### src/rtl/core/assert_macros.svh
// Assertion macros shared by the decryptor RTL.
`ifndef ASSERT_MACROS_SVH
`define ASSERT_MACROS_SVH

// Concurrent assertion on the rising clock edge, disabled while reset is high.
`define ASSERT_CLK(label, clk, rst, prop, msg) \
   label: assert property (@(posedge clk) disable iff (rst) (prop)) else $error(msg);

// Concurrent assertion on the rising clock edge that also holds during reset.
`define ASSERT_ALWAYS(label, clk, prop, msg) \
   label: assert property (@(posedge clk) (prop)) else $error(msg);

`endif

### src/rtl/core/xkfd_pkg.sv
// Package with constants, types and helper functions of the XOR key feedback decryptor.
package xkfd_pkg;

   localparam int BYTE_W       = 8;
   localparam int KEY_BYTES    = 16;
   localparam int HIST_DEPTH   = 4;
   localparam int POS_W        = $clog2(KEY_BYTES);
   localparam int SLOT_W       = $clog2(HIST_DEPTH);
   localparam int KEY_WORD_W   = 64;
   localparam int CSR_INDEX_W  = 2;

   // Register indexes of the configuration port.
   localparam logic [CSR_INDEX_W-1:0] CSR_CIPHER_MODE = 2'd0;
   localparam logic [CSR_INDEX_W-1:0] CSR_KEY_LOW     = 2'd1;
   localparam logic [CSR_INDEX_W-1:0] CSR_KEY_HIGH    = 2'd2;

   // Cipher mode codes.
   localparam logic MODE_PLAIN    = 1'b0;
   localparam logic MODE_FEEDBACK = 1'b1;

   typedef logic [BYTE_W-1:0]     byte_type;
   typedef logic [KEY_WORD_W-1:0] key_word_type;
   typedef logic [POS_W-1:0]      pos_type;
   typedef logic [SLOT_W-1:0]     slot_type;
   typedef byte_type              history_type [HIST_DEPTH];

   // Selects one of the sixteen key bytes; byte 0 sits in bits 7..0 of the low word.
   function automatic byte_type key_byte(key_word_type key_low, key_word_type key_high,
                                         pos_type idx);
      logic [2*KEY_WORD_W-1:0] key_all;
      key_all  = {key_high, key_low};
      key_byte = key_all[{idx, 3'b000} +: BYTE_W];
   endfunction

endpackage

### src/rtl/core/xkfd_if.sv
// Valid/ready channel interfaces for the request, response and configuration words.
interface xkfd_req_if;
   logic              valid;
   logic              ready;
   xkfd_pkg::byte_type cipher_byte;
   logic              end_of_buffer;

   modport source (output valid, output cipher_byte, output end_of_buffer, input ready);
   modport sink   (input valid, input cipher_byte, input end_of_buffer, output ready);
endinterface

interface xkfd_rsp_if;
   logic              valid;
   logic              ready;
   xkfd_pkg::byte_type plain_byte;
   logic              end_out;

   modport source (output valid, output plain_byte, output end_out, input ready);
   modport sink   (input valid, input plain_byte, input end_out, output ready);
endinterface

interface xkfd_csr_if;
   logic                                valid;
   logic                                ready;
   logic [xkfd_pkg::CSR_INDEX_W-1:0]    index;
   xkfd_pkg::key_word_type              data;

   modport source (output valid, output index, output data, input ready);
   modport sink   (input valid, input index, input data, output ready);
endinterface

### src/rtl/core/xor_key_feedback_decryptor_core.sv
// Top level of the XOR key feedback decryptor: one ciphertext word in, one plaintext word out.
//
//   Channel    Direction  Handshake          Payload
//   req_chan   in         valid / ready      cipher_byte[7:0], end_of_buffer
//   rsp_chan   out        valid / ready      plain_byte[7:0], end_out
//   csr_chan   in         valid / ready      index[1:0], data[63:0]
//
// A word is accepted in every cycle while the response register is empty or being drained,
// so the sustained rate is one word per cycle and an accepted word reaches the response
// register in the next cycle. The rate is set by the single response register, which
// is loaded straight from the key select and history XOR of the accepted word. Reset is
// synchronous and active high; it clears the mode, the key, the position and the response
// valid and marks the history as fresh. A stall on rsp_chan drops req_ready in the same
// cycle; csr_chan is always ready.
`include "assert_macros.svh"

module xor_key_feedback_decryptor_core (
   input  logic              clock,
   input  logic              reset,
   xkfd_req_if.sink          req_chan,
   xkfd_rsp_if.source        rsp_chan,
   xkfd_csr_if.sink          csr_chan
);

   // Configuration registers.
   logic                   mode_ff;
   xkfd_pkg::key_word_type key_low_ff;
   xkfd_pkg::key_word_type key_high_ff;

   // Decryption state: position within the buffer, ciphertext history and its fresh mark.
   xkfd_pkg::pos_type      pos_ff, pos_in;
   xkfd_pkg::history_type  hist_ff, hist_in;
   logic                   fresh_ff, fresh_in;

   // Response register.
   logic                   rsp_valid_ff;
   xkfd_pkg::byte_type     plain_ff, plain_in;
   logic                   end_ff;

   logic                   req_fire;
   xkfd_pkg::slot_type     slot;
   xkfd_pkg::byte_type     key_sel;
   xkfd_pkg::byte_type     hist_sel;

   // The response register can take a new word when it is empty or drains this cycle.
   assign req_chan.ready  = !rsp_valid_ff || rsp_chan.ready;
   assign req_fire        = req_chan.valid && req_chan.ready;
   assign csr_chan.ready  = 1'b1;

   assign rsp_chan.valid      = rsp_valid_ff;
   assign rsp_chan.plain_byte = plain_ff;
   assign rsp_chan.end_out    = end_ff;

   // Configuration writes. An index past the list is accepted and ignored.
   always_ff @(posedge clock) begin
      if (reset) begin
         mode_ff     <= xkfd_pkg::MODE_PLAIN;
         key_low_ff  <= '0;
         key_high_ff <= '0;
      end else if (csr_chan.valid) begin
         unique case (csr_chan.index)
            xkfd_pkg::CSR_CIPHER_MODE: mode_ff     <= csr_chan.data[0];
            xkfd_pkg::CSR_KEY_LOW:     key_low_ff  <= csr_chan.data;
            xkfd_pkg::CSR_KEY_HIGH:    key_high_ff <= csr_chan.data;
            default: ;
         endcase
      end
   end

   // The history slot follows the low two bits of the position. A fresh history reads
   // as the current key bytes 0 to 3, so it is never copied until a feedback word arrives.
   assign slot    = pos_ff[xkfd_pkg::SLOT_W-1:0];
   assign key_sel = xkfd_pkg::key_byte(key_low_ff, key_high_ff, pos_ff);

   always_comb begin
      if (fresh_ff) begin
         hist_sel = xkfd_pkg::key_byte(key_low_ff, key_high_ff,
                                       xkfd_pkg::pos_type'(slot));
      end else begin
         hist_sel = hist_ff[slot];
      end
   end

   always_comb begin
      plain_in = req_chan.cipher_byte ^ key_sel;
      if (mode_ff == xkfd_pkg::MODE_FEEDBACK) begin
         plain_in = plain_in ^ hist_sel;
      end
   end

   // Next state of the position, the history and the fresh mark for an accepted word.
   always_comb begin
      pos_in   = pos_ff;
      hist_in  = hist_ff;
      fresh_in = fresh_ff;
      if (req_fire) begin
         if (mode_ff == xkfd_pkg::MODE_FEEDBACK) begin
            // Load the whole history from the key before the ciphertext goes into its slot.
            if (fresh_ff) begin
               for (int i = 0; i < xkfd_pkg::HIST_DEPTH; i++) begin
                  hist_in[i] = xkfd_pkg::key_byte(key_low_ff, key_high_ff,
                                                  xkfd_pkg::pos_type'(i));
               end
            end
            hist_in[slot] = req_chan.cipher_byte;
            fresh_in      = 1'b0;
         end
         if (req_chan.end_of_buffer) begin
            // The last word of a buffer restarts the position and the history.
            pos_in   = '0;
            fresh_in = 1'b1;
         end else begin
            pos_in   = pos_ff + xkfd_pkg::pos_type'(1);
         end
      end
   end

   always_ff @(posedge clock) begin
      if (reset) begin
         pos_ff   <= '0;
         fresh_ff <= 1'b1;
      end else begin
         pos_ff   <= pos_in;
         fresh_ff <= fresh_in;
      end
   end

   // The history is payload: the fresh mark covers its contents after reset.
   always_ff @(posedge clock) begin
      hist_ff <= hist_in;
   end

   always_ff @(posedge clock) begin
      if (reset) begin
         rsp_valid_ff <= 1'b0;
      end else if (req_fire) begin
         rsp_valid_ff <= 1'b1;
      end else if (rsp_chan.ready) begin
         rsp_valid_ff <= 1'b0;
      end
   end

   always_ff @(posedge clock) begin
      if (req_fire) begin
         plain_ff <= plain_in;
         end_ff   <= req_chan.end_of_buffer;
      end
   end

   // A last word always leaves the position at zero and the history fresh.
   `ASSERT_CLK(a_end_restarts, clock, reset, req_fire && req_chan.end_of_buffer |=> pos_ff == '0 && fresh_ff, "end of buffer did not restart the state")
   // Every accepted word shows up in the response register in the next cycle.
   `ASSERT_CLK(a_fire_to_rsp, clock, reset, req_fire |=> rsp_valid_ff, "accepted word missing from response register")
   // A plain mode word in mid-buffer leaves the fresh mark alone.
   `ASSERT_CLK(a_plain_keeps_fresh, clock, reset, req_fire && mode_ff == xkfd_pkg::MODE_PLAIN && !req_chan.end_of_buffer |=> $stable(fresh_ff), "plain mode word changed the history mark")
   // A held response blocks new words so that none is overwritten.
   `ASSERT_ALWAYS(a_stall_blocks, clock, rsp_valid_ff && !rsp_chan.ready |-> !req_chan.ready, "request accepted over a held response")

endmodule
### src/flat_wrapper.sv
// flat-port wrapper written by rule: the top's interface ports become plain ports
module xor_key_feedback_decryptor_core_flat 
  (clock, reset, req_chan_valid, req_chan_cipher_byte, req_chan_end_of_buffer, req_chan_ready, rsp_chan_valid, rsp_chan_plain_byte, rsp_chan_end_out, rsp_chan_ready, csr_chan_valid, csr_chan_index, csr_chan_data, csr_chan_ready);
  xkfd_req_if req_chan_i ();
  xkfd_rsp_if rsp_chan_i ();
  xkfd_csr_if csr_chan_i ();
  input  logic clock;
  input  logic reset;
  input wire logic [$bits(req_chan_i.valid)-1:0] req_chan_valid;
  input wire logic [$bits(req_chan_i.cipher_byte)-1:0] req_chan_cipher_byte;
  input wire logic [$bits(req_chan_i.end_of_buffer)-1:0] req_chan_end_of_buffer;
  output wire logic [$bits(req_chan_i.ready)-1:0] req_chan_ready;
  output wire logic [$bits(rsp_chan_i.valid)-1:0] rsp_chan_valid;
  output wire logic [$bits(rsp_chan_i.plain_byte)-1:0] rsp_chan_plain_byte;
  output wire logic [$bits(rsp_chan_i.end_out)-1:0] rsp_chan_end_out;
  input wire logic [$bits(rsp_chan_i.ready)-1:0] rsp_chan_ready;
  input wire logic [$bits(csr_chan_i.valid)-1:0] csr_chan_valid;
  input wire logic [$bits(csr_chan_i.index)-1:0] csr_chan_index;
  input wire logic [$bits(csr_chan_i.data)-1:0] csr_chan_data;
  output wire logic [$bits(csr_chan_i.ready)-1:0] csr_chan_ready;
  assign req_chan_i.valid = req_chan_valid;
  assign req_chan_i.cipher_byte = req_chan_cipher_byte;
  assign req_chan_i.end_of_buffer = req_chan_end_of_buffer;
  assign req_chan_ready = req_chan_i.ready;
  assign rsp_chan_valid = rsp_chan_i.valid;
  assign rsp_chan_plain_byte = rsp_chan_i.plain_byte;
  assign rsp_chan_end_out = rsp_chan_i.end_out;
  assign rsp_chan_i.ready = rsp_chan_ready;
  assign csr_chan_i.valid = csr_chan_valid;
  assign csr_chan_i.index = csr_chan_index;
  assign csr_chan_i.data = csr_chan_data;
  assign csr_chan_ready = csr_chan_i.ready;
  xor_key_feedback_decryptor_core u_core (.clock(clock), .reset(reset), .req_chan(req_chan_i), .rsp_chan(rsp_chan_i), .csr_chan(csr_chan_i));
endmodule
### config.mk
export PLATFORM = sky130hd
export DESIGN_NAME = xor_key_feedback_decryptor_core_flat
export DESIGN_NICKNAME = d
export VERILOG_FILES = /design/src/rtl/core/xkfd_pkg.sv /design/src/rtl/core/xkfd_if.sv /design/src/rtl/core/xor_key_feedback_decryptor_core.sv /design/src/flat_wrapper.sv
export VERILOG_INCLUDE_DIRS = /design/src /design/src/rtl/core
export SDC_FILE = /design/constraint.sdc
export NUM_CORES = 1
export LEC_CHECK = 0
export BUFFER_PORTS_ARGS = -buffer_cell sky130_fd_sc_hd__buf_2
export CAP_MARGIN = 20
export CORE_UTILIZATION = 40
export CTS_BUF_LIST = sky130_fd_sc_hd__clkbuf_8
export CTS_CLUSTER_DIAMETER = 200
export DETAILED_ROUTE_END_ITERATION = 16
export GPL_ROUTABILITY_DRIVEN = 0
export GPL_TIMING_DRIVEN = 0
export PLACE_DENSITY = 0.59
export SYNTH_ARGS = -nofsm -noshare
export SYNTH_HDL_FRONTEND = slang
export SYNTH_SLANG_ARGS = --single-unit
### constraint.sdc
create_clock -name clock -period 3.1 [get_ports clock]
set_input_delay 0.155 -clock clock [delete_from_list [all_inputs] [get_ports clock]]
set_output_delay 0.155 -clock clock [all_outputs]
set_load 0.01 [all_outputs]
==> flow_metrics.tcl <==
set metrics [dict create \
    status "complete, no violations" \
    synth_area_leader_cell "dfxtp_1" \
    setup_viol 0 \
    synthCells 879 \
    period_share_pct 93.1 \
    cp-startpoint "u_core.pos_ff[0]" \
    synth_edf_count 41 \
    hp-start "rsp_chan_ready" \
    synth_sequential_area_ratio_pct 49.1 \
    clkTransAtPathRegs_ns 0.09 \
    maxSlewViolCount 0 \
    synthFlopType "dfxtp_1" \
    clock_sinks 176 \
    worst_setup_path_end_kind "flip-flop" \
    fmax_ghz 0.346 \
    hold_path_class "in -> reg" \
    cts_tree "yes" \
    fillerInstances 1911 \
    fp-row-count 51 \
    required_ns 3.20 \
    max-cap-violations 0 \
    ys_types 40 \
    ant_nets 0 \
    whs_endpoint "u_core.rsp_chan.valid" \
    critPathLaunchType "flip-flop" \
    synth_area_um2 8010 \
    layout_common_cells "nand2_1, dfxtp_1, a21oi_1" \
    async_flop_share_pct 0 \
    die_w_um 144 \
    final-hold-violation-count 0 \
    io_pins 92 \
    ctsResizeCount 0 \
    grt_max_degree 17 \
    nets 1137 \
    cts_buffers 17 \
    reg2reg_from "u_core.pos_ff[0]" \
    instances_no_fill 1330 \
    p_leak_nw 3.45 \
    final_common_cell "nand2_1" \
    io_buffers 89 \
    core_um2 19500 \
    initial_utilization_pct 41.0 \
    worst_hold_slack_ns 0.0252 \
    grt_pass1_wl_um 40700 \
    drt_wl_total_um 27600 \
    seq_area_um2 3930 \
    dieArea_um2 20600 \
    drive_gt1_share_pct 16.5 \
    dp.cells 1233 \
    slew_headroom_pct 41.7 \
    synth.top_cells.by_area "dfxtp_1, edfxtp_1, nand2_1" \
    clock_latency_ns 0.47 \
    ys_seq_elements 176 \
    hpwlAfterDp_um 20000 \
    path_class "reg -> reg" \
    min_period_ns 2.89 \
    clockBufferDepth 2 \
    fin_tns_setup_ns 0 \
    cts-root-buf "clkbuf_8" \
    r2r_cells 8 \
    rsz0062_at_grt "no" \
    fin_worst_skew_ns 0.0117 \
    wl_per_cell_um 20.7 \
    syn_nets 963 \
    cp.arrival_ns 2.98 \
    first_pass_iters 5 \
    syn_avg_cell_area_um2 9.12 \
    worstMarginPinSlew_ns 0.874 \
    regToRegSetupSlack_ns 0.21 \
    yosys_warnings 0 \
    vdd_drop_max_uv 298 \
    htree_levels 4 \
    reg2reg_to "u_core.hist_ff[9]" \
    diodes 0 \
    antenna_found_initial 0 \
    grt_pass1_vias 6852 \
    hold_path_depth 3 \
    grt_use_total_pct 28.0 \
    drc 0 \
    p_per_area_nw_per_um2 476 \
    die_h_um 144 \
    drt_iter0_markers 534 \
    vias 7111 \
    grt-ovfl-total 0 \
    areaGrowthSynthToFinish_pct 23.2 \
    vias_per_cell 5.35 \
    synth_top_cell_area_share_pct 33.7 \
    crit_fanout 10 \
    multi_input_area_um2 3750 \
    postCtsSetupRepairBufs 0 \
]
where the power goes:
| part | leakage, nW | switching [W] | internal (W) |
|---|---|---|---|
| Clock | 0.224 | 0.000842 | 0.000876 |
| Combinational | 1.72 | 0.000289 | 0.000219 |
| Sequential | 1.50 | 0.0000591 | 0.00242 |
critical path: stages (launching register included):
cell     delay [ns]
dfxtp_1        0.34
buf_4          0.20
buf_6          0.17
buf_4          0.20
inv_2          0.10
ha_1           0.37
buf_1          0.43
nor2_1         0.07
nor2_1         0.63
registers in the layout (all words and copies together), names as in the netlist:
register                    count
u_core.pos_ff                   4
u_core.fresh_ff                 1
u_core.rsp_chan.valid           1
u_core.key_high_ff             64
u_core.rsp_chan.end_out         1
u_core.mode_ff                  1
u_core.key_low_ff              64
u_core.hist_ff                 32
u_core.rsp_chan.plain_byte      8
logic make-up (layout without fill, tap and decap cells):
logic type	count (synthesis)	after routing	synth area share, %
AND/OR/NAND/NOR	353	353	17.1
AO/OA/AOI/OAI	197	197	13.7
flip-flops	176	176	49.1
buffers and inverters	74	260	4.15
multiplexers	58	58	13.5
XOR/XNOR	16	16	1.75
adder cells (fa/ha/maj)	4	4	0.625
other	1	1	0.0468
cell usage after synthesis, types with 2 or more instances:
master,number
nand2_1,322
dfxtp_1,135
a21oi_1,132
clkbuf_1,49
edfxtp_1,41
mux4_2,40
o21ai_1,33
mux2i_1,17
nor2_1,15
xnor2_1,15
a22o_1,7
a22oi_1,7
buf_1,7
o211ai_1,7
a221oi_1,5
buf_2,5
buf_4,4
ha_1,4
nand3_1,4
buf_6,3
inv_1,3
a221oi_2,2
and3b_1,2
inv_2,2
nand3b_1,2
nor3b_1,2
worst max path at each step:
stage / endpoint
floorplan: u_core.hist_ff[24]
global placement: u_core.hist_ff[11]
detailed placement: u_core.hist_ff[11]
CTS: u_core.hist_ff[9]
global route: u_core.hist_ff[29]
finish: u_core.hist_ff[9]
cell type report:
type | instances | area share (%)
plain buffers | 69 | 3.18
well taps | 265 | 3.36
clock buffers | 21 | 2.93
flip-flops and latches | 176 | 39.8
repair buffers | 155 | 11.2
multi-input cells | 629 | 38.0
clock inverters | 10 | 1.33
inverters | 5 | 0.190
per-layer routing:
metal	up-vias	share of wire, %	wire [µm]	GRT usage, %
met5	-	0	0	0
met4	0	4.0	1110	13.3
met3	58	7.0	1930	4.70
met2	311	47	12900	46.0
met1	3365	42	11700	35.9
li1	3377	-	-	-
timing repair:
action | in CTS | in global routing
hold buffers | 66 | 0
endpoints found under the hold margin | 131 | 0
setup endpoints to repair | 0 | 0
per-stage QoR:
step / utilization (%) / total power (W) / area, µm² / setup WS, ns
after floorplan: - / 0.00275 / 8010 / 0.885
after global placement: 45.0 / 0.00296 / 8790 / 0.303
after detailed placement: 45.0 / 0.00297 / 8790 / 0.254
after CTS: 50.6 / 0.00470 / 9870 / 0.217
after global routing: 50.6 / 0.00485 / 9870 / 0.0612
final: 50.6 / 0.00470 / 9870 / 0.214
(Power assumes the default switching activity.)
